<file path="src/hdl/rsabc_pkg.sv">
`default_nettype none
package rsabc_pkg;
    localparam int KeyBits   = 64;
    localparam int DigitBits = 16;
    localparam int MaxUnits  = 4;

    // Configuration register indexes.
    localparam logic [1:0] CFG_EXPONENT = 2'd0;
    localparam logic [1:0] CFG_MODULUS  = 2'd1;
    localparam logic [1:0] CFG_CPB      = 2'd2;

    // One closed block handed from the front end to the engine.
    typedef struct packed {
        logic [63:0] block;
        logic [2:0]  size;
        logic        eom;
    } job_t;

    // Block size with out-of-range codes clamped.
    function automatic logic [2:0] clamp_size(input logic [2:0] k);
        logic [2:0] r;
        begin
            r = k;
            if (k == 3'd0) r = 3'd1;
            else if (k > 3'd4) r = 3'd4;
            return r;
        end
    endfunction
endpackage
`default_nettype wire

</file>
<file path="src/hdl/rsabc_front.sv">
`default_nettype none
// Packs code units into blocks and queues closed blocks for the engine.
module rsabc_front (
    input  wire logic              aclk,
    input  wire logic              aresetn,
    input  wire logic              in_valid,
    output logic                   in_ready,
    input  wire logic [15:0]       code_unit,
    input  wire logic              eom,
    input  wire logic [2:0]        cpb,
    output logic                   job_valid,
    input  wire logic              job_ready,
    output rsabc_pkg::job_t        job
);
    logic [63:0] acc_reg, acc_next;
    logic [2:0]  cnt_reg, cnt_next;
    // Two-entry queue.
    rsabc_pkg::job_t q_reg [2];
    logic [1:0]  fill_reg;
    logic        rd_reg, wr_reg;
    logic        close, push, pop;
    logic [2:0]  k;

    assign k        = rsabc_pkg::clamp_size(cpb);
    assign in_ready = (fill_reg != 2'd2);
    assign acc_next = {acc_reg[47:0], code_unit};
    assign cnt_next = cnt_reg + 3'd1;
    assign close    = eom || (cnt_next >= k);
    assign push     = in_valid && in_ready && close;
    assign job_valid = (fill_reg != 2'd0);
    assign pop      = job_valid && job_ready;
    assign job      = q_reg[rd_reg];

    // Accumulator and queue bookkeeping.
    always_ff @(posedge aclk) begin
        if (!aresetn) begin
            acc_reg  <= '0;
            cnt_reg  <= '0;
            fill_reg <= '0;
            rd_reg   <= 1'b0;
            wr_reg   <= 1'b0;
        end else begin
            if (in_valid && in_ready) begin
                acc_reg <= close ? '0 : acc_next;
                cnt_reg <= close ? '0 : cnt_next;
            end
            if (push) begin
                q_reg[wr_reg] <= '{block: acc_next, size: k, eom: eom};
                wr_reg <= ~wr_reg;
            end
            if (pop) rd_reg <= ~rd_reg;
            fill_reg <= fill_reg + {1'b0, push} - {1'b0, pop};
        end
    end
endmodule
`default_nettype wire

</file>
<file path="src/hdl/rsabc_engine.sv">
`default_nettype none
// Square-and-multiply with a bit-serial modular multiplier, then digit output.
module rsabc_engine (
    input  wire logic              aclk,
    input  wire logic              aresetn,
    input  wire logic              job_valid,
    output logic                   job_ready,
    input  wire rsabc_pkg::job_t   job,
    input  wire logic [63:0]       exponent,
    input  wire logic [63:0]       modulus,
    output logic                   out_valid,
    input  wire logic              out_ready,
    output logic [15:0]            out_unit,
    output logic                   no_char,
    output logic                   last_of_block,
    output logic                   last_of_message
);
    localparam logic [2:0] S_IDLE = 3'd0, S_RED = 3'd1, S_EXP = 3'd2, S_MUL = 3'd3,
                           S_EMIT = 3'd4;
    localparam logic [1:0] M_RES = 2'd1, M_SQR = 2'd2;

    logic [2:0]  st_reg;
    logic [1:0]  mk_reg;
    logic [63:0] n_reg, e_reg, base_reg, res_reg, acc_reg, ma_reg, mb_reg;
    logic [6:0]  bit_reg;
    logic [2:0]  k_reg, idx_reg;
    logic        eom_reg;
    logic        ov_reg;
    logic [15:0] ou_reg;
    logic        nc_reg, lb_reg, lm_reg;
    // One shift-add step: acc = 2*acc (+ a) mod n.
    logic [64:0] dbl, dsub, ad, asub;
    logic [63:0] acc1, acc2;
    logic [2:0]  digits;
    logic [63:0] sh;
    logic        load_out;

    assign dbl  = {acc_reg, 1'b0};
    assign dsub = dbl - {1'b0, n_reg};
    assign acc1 = dsub[64] ? dbl[63:0] : dsub[63:0];
    assign ad   = {1'b0, acc1} + {1'b0, ma_reg};
    assign asub = ad - {1'b0, n_reg};
    assign acc2 = mb_reg[63] ? (asub[64] ? ad[63:0] : asub[63:0]) : acc1;

    always_comb begin
        digits = (res_reg[63:48] != 0) ? 3'd4 : (res_reg[47:32] != 0) ? 3'd3 :
                 (res_reg[31:16] != 0) ? 3'd2 : 3'd1;
    end
    assign sh = res_reg >> {idx_reg[1:0], 4'd0};

    // The output register takes a new item only once the previous one has gone.
    assign load_out = ((st_reg == S_EMIT) ||
                       ((st_reg == S_EXP) && (e_reg == 64'd0) && (res_reg == 64'd0)))
                      && (!ov_reg || out_ready);

    assign job_ready = (st_reg == S_IDLE);
    assign out_valid = ov_reg;
    assign out_unit = ou_reg;
    assign no_char = nc_reg;
    assign last_of_block = lb_reg;
    assign last_of_message = lm_reg;

    always_ff @(posedge aclk) begin
        if (!aresetn) begin
            st_reg <= S_IDLE;
            ov_reg <= 1'b0;
        end else begin
            ov_reg <= load_out || (ov_reg && !out_ready);
            case (st_reg)
                S_IDLE: if (job_valid) begin
                    n_reg <= modulus; e_reg <= exponent;
                    k_reg <= job.size; eom_reg <= job.eom;
                    // Reduce the block modulo n, one block bit per cycle.
                    ma_reg <= 64'd0; mb_reg <= job.block; acc_reg <= '0;
                    bit_reg <= 7'd64; st_reg <= S_RED;
                end
                S_RED: begin
                    // Plain shift-subtract reduction: acc = 2acc+bit mod n.
                    if (n_reg < 64'd2) begin
                        res_reg <= '0; e_reg <= '0; st_reg <= S_EXP;
                    end else if (bit_reg == 7'd0) begin
                        base_reg <= acc_reg; res_reg <= 64'd1; st_reg <= S_EXP;
                    end else begin
                        acc_reg <= mb_reg[63] ? ((acc1 + 64'd1 >= n_reg) ?
                                   acc1 + 64'd1 - n_reg : acc1 + 64'd1) : acc1;
                        mb_reg <= mb_reg << 1;
                        bit_reg <= bit_reg - 7'd1;
                    end
                end
                S_EXP: begin
                    if (e_reg == 64'd0) begin
                        if (res_reg == 64'd0) begin
                            if (load_out) begin
                                ou_reg <= '0; nc_reg <= 1'b1; lb_reg <= 1'b1;
                                lm_reg <= eom_reg; st_reg <= S_IDLE;
                            end
                        end else begin
                            idx_reg <= ((digits < k_reg) ? digits : k_reg) - 3'd1;
                            st_reg <= S_EMIT;
                        end
                    end else begin
                        acc_reg <= '0; bit_reg <= 7'd64;
                        if (e_reg[0]) begin
                            mk_reg <= M_RES; ma_reg <= res_reg; mb_reg <= base_reg;
                        end else begin
                            mk_reg <= M_SQR; ma_reg <= base_reg; mb_reg <= base_reg;
                        end
                        st_reg <= S_MUL;
                    end
                end
                S_MUL: begin
                    if (bit_reg == 7'd0) begin
                        acc_reg <= '0; bit_reg <= 7'd64;
                        if (mk_reg == M_RES) begin
                            res_reg <= acc_reg; mk_reg <= M_SQR;
                            ma_reg <= base_reg; mb_reg <= base_reg;
                        end else begin
                            base_reg <= acc_reg; e_reg <= e_reg >> 1; st_reg <= S_EXP;
                        end
                    end else begin
                        acc_reg <= acc2; mb_reg <= mb_reg << 1;
                        bit_reg <= bit_reg - 7'd1;
                    end
                end
                S_EMIT: if (load_out) begin
                    ou_reg <= sh[15:0]; nc_reg <= 1'b0;
                    lb_reg <= (idx_reg == 3'd0);
                    lm_reg <= (idx_reg == 3'd0) && eom_reg;
                    idx_reg <= idx_reg - 3'd1;
                    if (idx_reg == 3'd0) st_reg <= S_IDLE;
                end
                default: st_reg <= S_IDLE;
            endcase
        end
    end
endmodule
`default_nettype wire

</file>
<file path="src/hdl/rsa_block_cipher_utf16.sv">
`default_nettype none
// RSA block transform over 16-bit code units. Units are packed into blocks of
// chars_per_block; each closed block is raised to the exponent modulo the modulus
// with a bit-serial shift-add multiplier, one bit per cycle; each exponent bit
// takes a square, preceded by a multiply when the bit is set. A two-entry queue
// lets input continue while the engine works. Configure only while idle.
module rsa_block_cipher_utf16 (
    input  wire logic        aclk,
    input  wire logic        aresetn,
    input  wire logic        s_tvalid,
    output logic             s_tready,
    input  wire logic [15:0] s_tdata,   // code_unit
    input  wire logic        s_tlast,   // end_of_message
    output logic             m_tvalid,
    input  wire logic        m_tready,
    output logic [15:0]      m_tdata,   // out_unit
    output logic [1:0]       m_tuser,   // no_char, last_of_block
    output logic             m_tlast,   // last_of_message
    input  wire logic        cfg_we,
    input  wire logic [1:0]  cfg_addr,
    input  wire logic [63:0] cfg_wdata
);
    logic [63:0] exp_reg, mod_reg;
    logic [2:0]  cpb_reg;
    logic        jv, jr;
    rsabc_pkg::job_t job;

    // Configuration registers.
    always_ff @(posedge aclk) begin
        if (!aresetn) begin
            exp_reg <= '0; mod_reg <= 64'd2; cpb_reg <= 3'd1;
        end else if (cfg_we) begin
            case (cfg_addr)
                rsabc_pkg::CFG_EXPONENT: exp_reg <= cfg_wdata;
                rsabc_pkg::CFG_MODULUS:  mod_reg <= cfg_wdata;
                rsabc_pkg::CFG_CPB:      cpb_reg <= cfg_wdata[2:0];
                default: ;
            endcase
        end
    end

    rsabc_front u_front (.aclk, .aresetn, .in_valid(s_tvalid), .in_ready(s_tready),
        .code_unit(s_tdata), .eom(s_tlast), .cpb(cpb_reg),
        .job_valid(jv), .job_ready(jr), .job(job));

    rsabc_engine u_engine (.aclk, .aresetn, .job_valid(jv), .job_ready(jr), .job(job),
        .exponent(exp_reg), .modulus(mod_reg), .out_valid(m_tvalid),
        .out_ready(m_tready), .out_unit(m_tdata), .no_char(m_tuser[0]),
        .last_of_block(m_tuser[1]), .last_of_message(m_tlast));
endmodule
`default_nettype wire

</file>
<file path="config.mk">
export PLATFORM = sky130hd
export DESIGN_NAME = rsa_block_cipher_utf16
export DESIGN_NICKNAME = d
export VERILOG_FILES = /design/src/hdl/rsabc_pkg.sv /design/src/hdl/rsabc_front.sv /design/src/hdl/rsabc_engine.sv /design/src/hdl/rsa_block_cipher_utf16.sv
export SDC_FILE = /design/constraint.sdc
export NUM_CORES = 2
export LEC_CHECK = 0
export ABC_CLOCK_PERIOD_IN_PS = 24700
export BUFFER_PORTS_ARGS = -buffer_cell sky130_fd_sc_hd__buf_2
export CORE_MARGIN = 2
export CORE_UTILIZATION = 55
export CTS_BUF_LIST = sky130_fd_sc_hd__clkbuf_4 sky130_fd_sc_hd__clkbuf_8
export DETAILED_ROUTE_END_ITERATION = 8
export MAX_ROUTING_LAYER = met4
export PLACE_DENSITY_LB_ADDON = 0.12
export SLEW_MARGIN = 20
export SYNTH_ARGS = -nofsm -noshare
export SYNTH_HDL_FRONTEND = slang
export SYNTH_SLANG_ARGS = --single-unit
</file>
<file path="constraint.sdc">
create_clock -name aclk -period 24.7 [get_ports aclk]
set_input_delay 3.705 -clock aclk [delete_from_list [all_inputs] [get_ports aclk]]
set_output_delay 3.705 -clock aclk [all_outputs]
set_load 0.01 [all_outputs]
</file>
==> results.sh <==
export IMPL_die_area_um2=96230
export IMPL_grt_pass1_wl_um=282000
export IMPL_min_period_ns=13.74
export IMPL_grt_usage=0.4154
export IMPL_relSlewSlack=0.2061
export IMPL_cts_buffers=138
export IMPL_cts_tree="yes"
export IMPL_port_buffers=108
export IMPL_end_kind="flip-flop"
export IMPL_vias=45860
export IMPL_synth_main_ff_cell="edfxtp_1"
export IMPL_final_cell_mix="nand2_1, edfxtp_1, a21oi_1"
export IMPL_hp_class="reg2reg"
export IMPL_clock_sinks=810
export IMPL_critPathKind="reg2reg"
export IMPL_worstSkewPairLatency_ns=0.88
export IMPL_fin_setup_tns_ns=0
export IMPL_layout_commonest_cell="nand2_1"
export IMPL_cap_viol_max_count=0
export IMPL_startpoint_type="flip-flop"
export IMPL_ys_types=110
export IMPL_slowest_stage="nor2_4"
export IMPL_io_pins=109
export IMPL_drcViolationCount=0
export IMPL_drt_iter0_drc=5831
export IMPL_cts_root_buf="clkbuf_8"
export IMPL_ys_warn_count=0
export IMPL_max_stage_delay_ns=0.70
export IMPL_rsz0062_at_grt="false"
export IMPL_antenna_found_initial=6
export IMPL_cts_hold_buf=0
export IMPL_wl_per_cell_um=28.71
export IMPL_placementRows=112
export IMPL_rr_startpoint="u_engine.n_reg[1]"
export IMPL_slew_violations=0
export IMPL_ant_nets=0
export IMPL_ys_seq_elements=810
export IMPL_synth_top_area_cell="edfxtp_1"
export IMPL_dpl_hpwl_um=150700
export IMPL_worstReg2RegEnd="u_engine.acc_reg[54]"
export IMPL_max_freq_ghz=0.07277
export IMPL_gp_congestion=1.104
export IMPL_finClkSkew_ns=0.06884
export IMPL_hold_viol=0
export IMPL_path_clk_slew_ns=0.07
export IMPL_hold_depth=0
export IMPL_yosys_area_top_type_share=0.3604
export IMPL_core_um2=93190
export IMPL_start_util=0.5534
export IMPL_area_growth_pct=9.018
export IMPL_vias_per_cell=6.663
export IMPL_grt_pass1_vias=42540
export IMPL_nNetsFinal=5865
export IMPL_syn_inst=5497
export IMPL_wl_um=197600
export IMPL_fin_crit_sh=0.5563
export IMPL_synth_edf_count=619
export IMPL_ys_seq_area_frac=0.4346
export IMPL_grt_ovfl_total=0
export IMPL_die_x_um=310.2
export IMPL_post_cts_setup_buffers=0
export IMPL_cts_max_path_buffers=3
export IMPL_drive_gt1_frac=0.09735
export IMPL_first_pass_iters=9
export IMPL_synth_area_per_cell_um2=9.382
export IMPL_grt_max_degree=103
export IMPL_rrSetupSlack_ns=10.96
export IMPL_syn_num_nets=5854
export IMPL_htree_num_levels=4
export IMPL_syn_area_um2=51570
export IMPL_reg2regPathDepth=39
export IMPL_arrival_ns=14.40
export IMPL_setup_viol=0
export IMPL_async_reset_ff_frac=0
export IMPL_worst_slew_pin_transition_ns=1.180
export IMPL_synth_area_leaders="edfxtp_1, dfxtp_1, ha_1"
export IMPL_min_to="u_engine.n_reg[31]"
export IMPL_crit_required_ns=25.36
export IMPL_cp_max_fo=39
export IMPL_ctsResizeCount=0
export IMPL_status="complete, no violations"
export IMPL_largest_register_ffs=136
export IMPL_worstHoldStart="mod_reg[31]"
export IMPL_die_y_um=310.2
[stage by stage]
stage	hold slack (ns)	worst slack [ns]	instance area, um2	instances	util
finish	0.4237	10.96	56220	6882	0.6033
floorplan	0.4081	13.38	51570	5497	-
global placement	0.4118	11.52	53170	6622	0.5705
CTS	0.4239	11.26	56160	6873	0.6026
detailed placement	0.4131	11.29	53170	6622	0.5706
global route	0.4369	10.42	56210	6879	0.6032
[worst max path at each step]
stage	start	to	slack, ns	cells after the start
6_report	u_engine.n_reg[1]	u_engine.acc_reg[54]	10.96	39
5_1_grt	u_engine.n_reg[1]	u_engine.acc_reg[54]	10.42	39
4_1_cts	u_engine.n_reg[9]	u_engine.acc_reg[54]	11.26	38
3_5_place_dp	u_engine.n_reg[3]	u_engine.acc_reg[54]	11.29	38
3_3_place_gp	u_engine.n_reg[1]	u_engine.acc_reg[19]	11.52	38
2_1_floorplan	aresetn	u_engine.base_reg[0]	13.38	3
[worst max-delay path, delay by kind of cell, from the launching register on]
kind                     cells  cell delay [ns]
AO/OA/AOI/OAI               16             5.45
AND/OR/NAND/NOR             11             2.99
buffers and inverters        5             2.00
adder cells (fa/ha/maj)      4             1.48
XOR/XNOR                     2             0.68
flip-flops                   1             0.62
multiplexers                 1             0.16
[logic make-up (layout without fill, tap and decap cells)]
logic type                 count (synthesis)  after routing  share of synthesized area
and+or+nand+nor                         1788           1788                     0.1622
muxes                                    159            159                    0.03513
buffers and inverters                    469            591                    0.03533
xor gates and xnor gates                 292            292                    0.04988
adders and majority gates                269            269                    0.06585
AOI/OAI and AO/OA                       1710           1710                     0.2170
DFF                                      810            810                     0.4346
other                                      0              9                          0
[area by class of cell]
class	instances	area, um2
fill	8210	36970
multi-input combinational	4218	27570
sequential	810	22420
clock buffer	206	2579
tap	1254	1569
timing repair buffer	174	1039
inverter	166	623.1
clock inverter	45	404.1
antenna	9	22.52
[layer usage]
| metal | vias to the layer above | part of all wire | track usage |
|---|---|---|---|
| met1 | 21990 | 0.39 | 0.5230 |
| met2 | 2622 | 0.43 | 0.5973 |
| met3 | 705 | 0.10 | 0.09413 |
| met4 | 0 | 0.080 | 0.2793 |
| met5 | - | 0 | - |
| li1 | 20540 | - | - |
[synth_stat cells (all sizes together) (142+ instances only)]
cell    instances
nand2         853
edfxtp        619
a21oi         423
o21ai         371
nor2          287
ha            265
clkbuf        245
dfxtp         191
xnor2         186
a21o          182
inv           165
a21boi        142
Power is left out: the tool's default activity adds up to more than one toggle a clock period on the data nets, which glitch-free logic cannot reach.
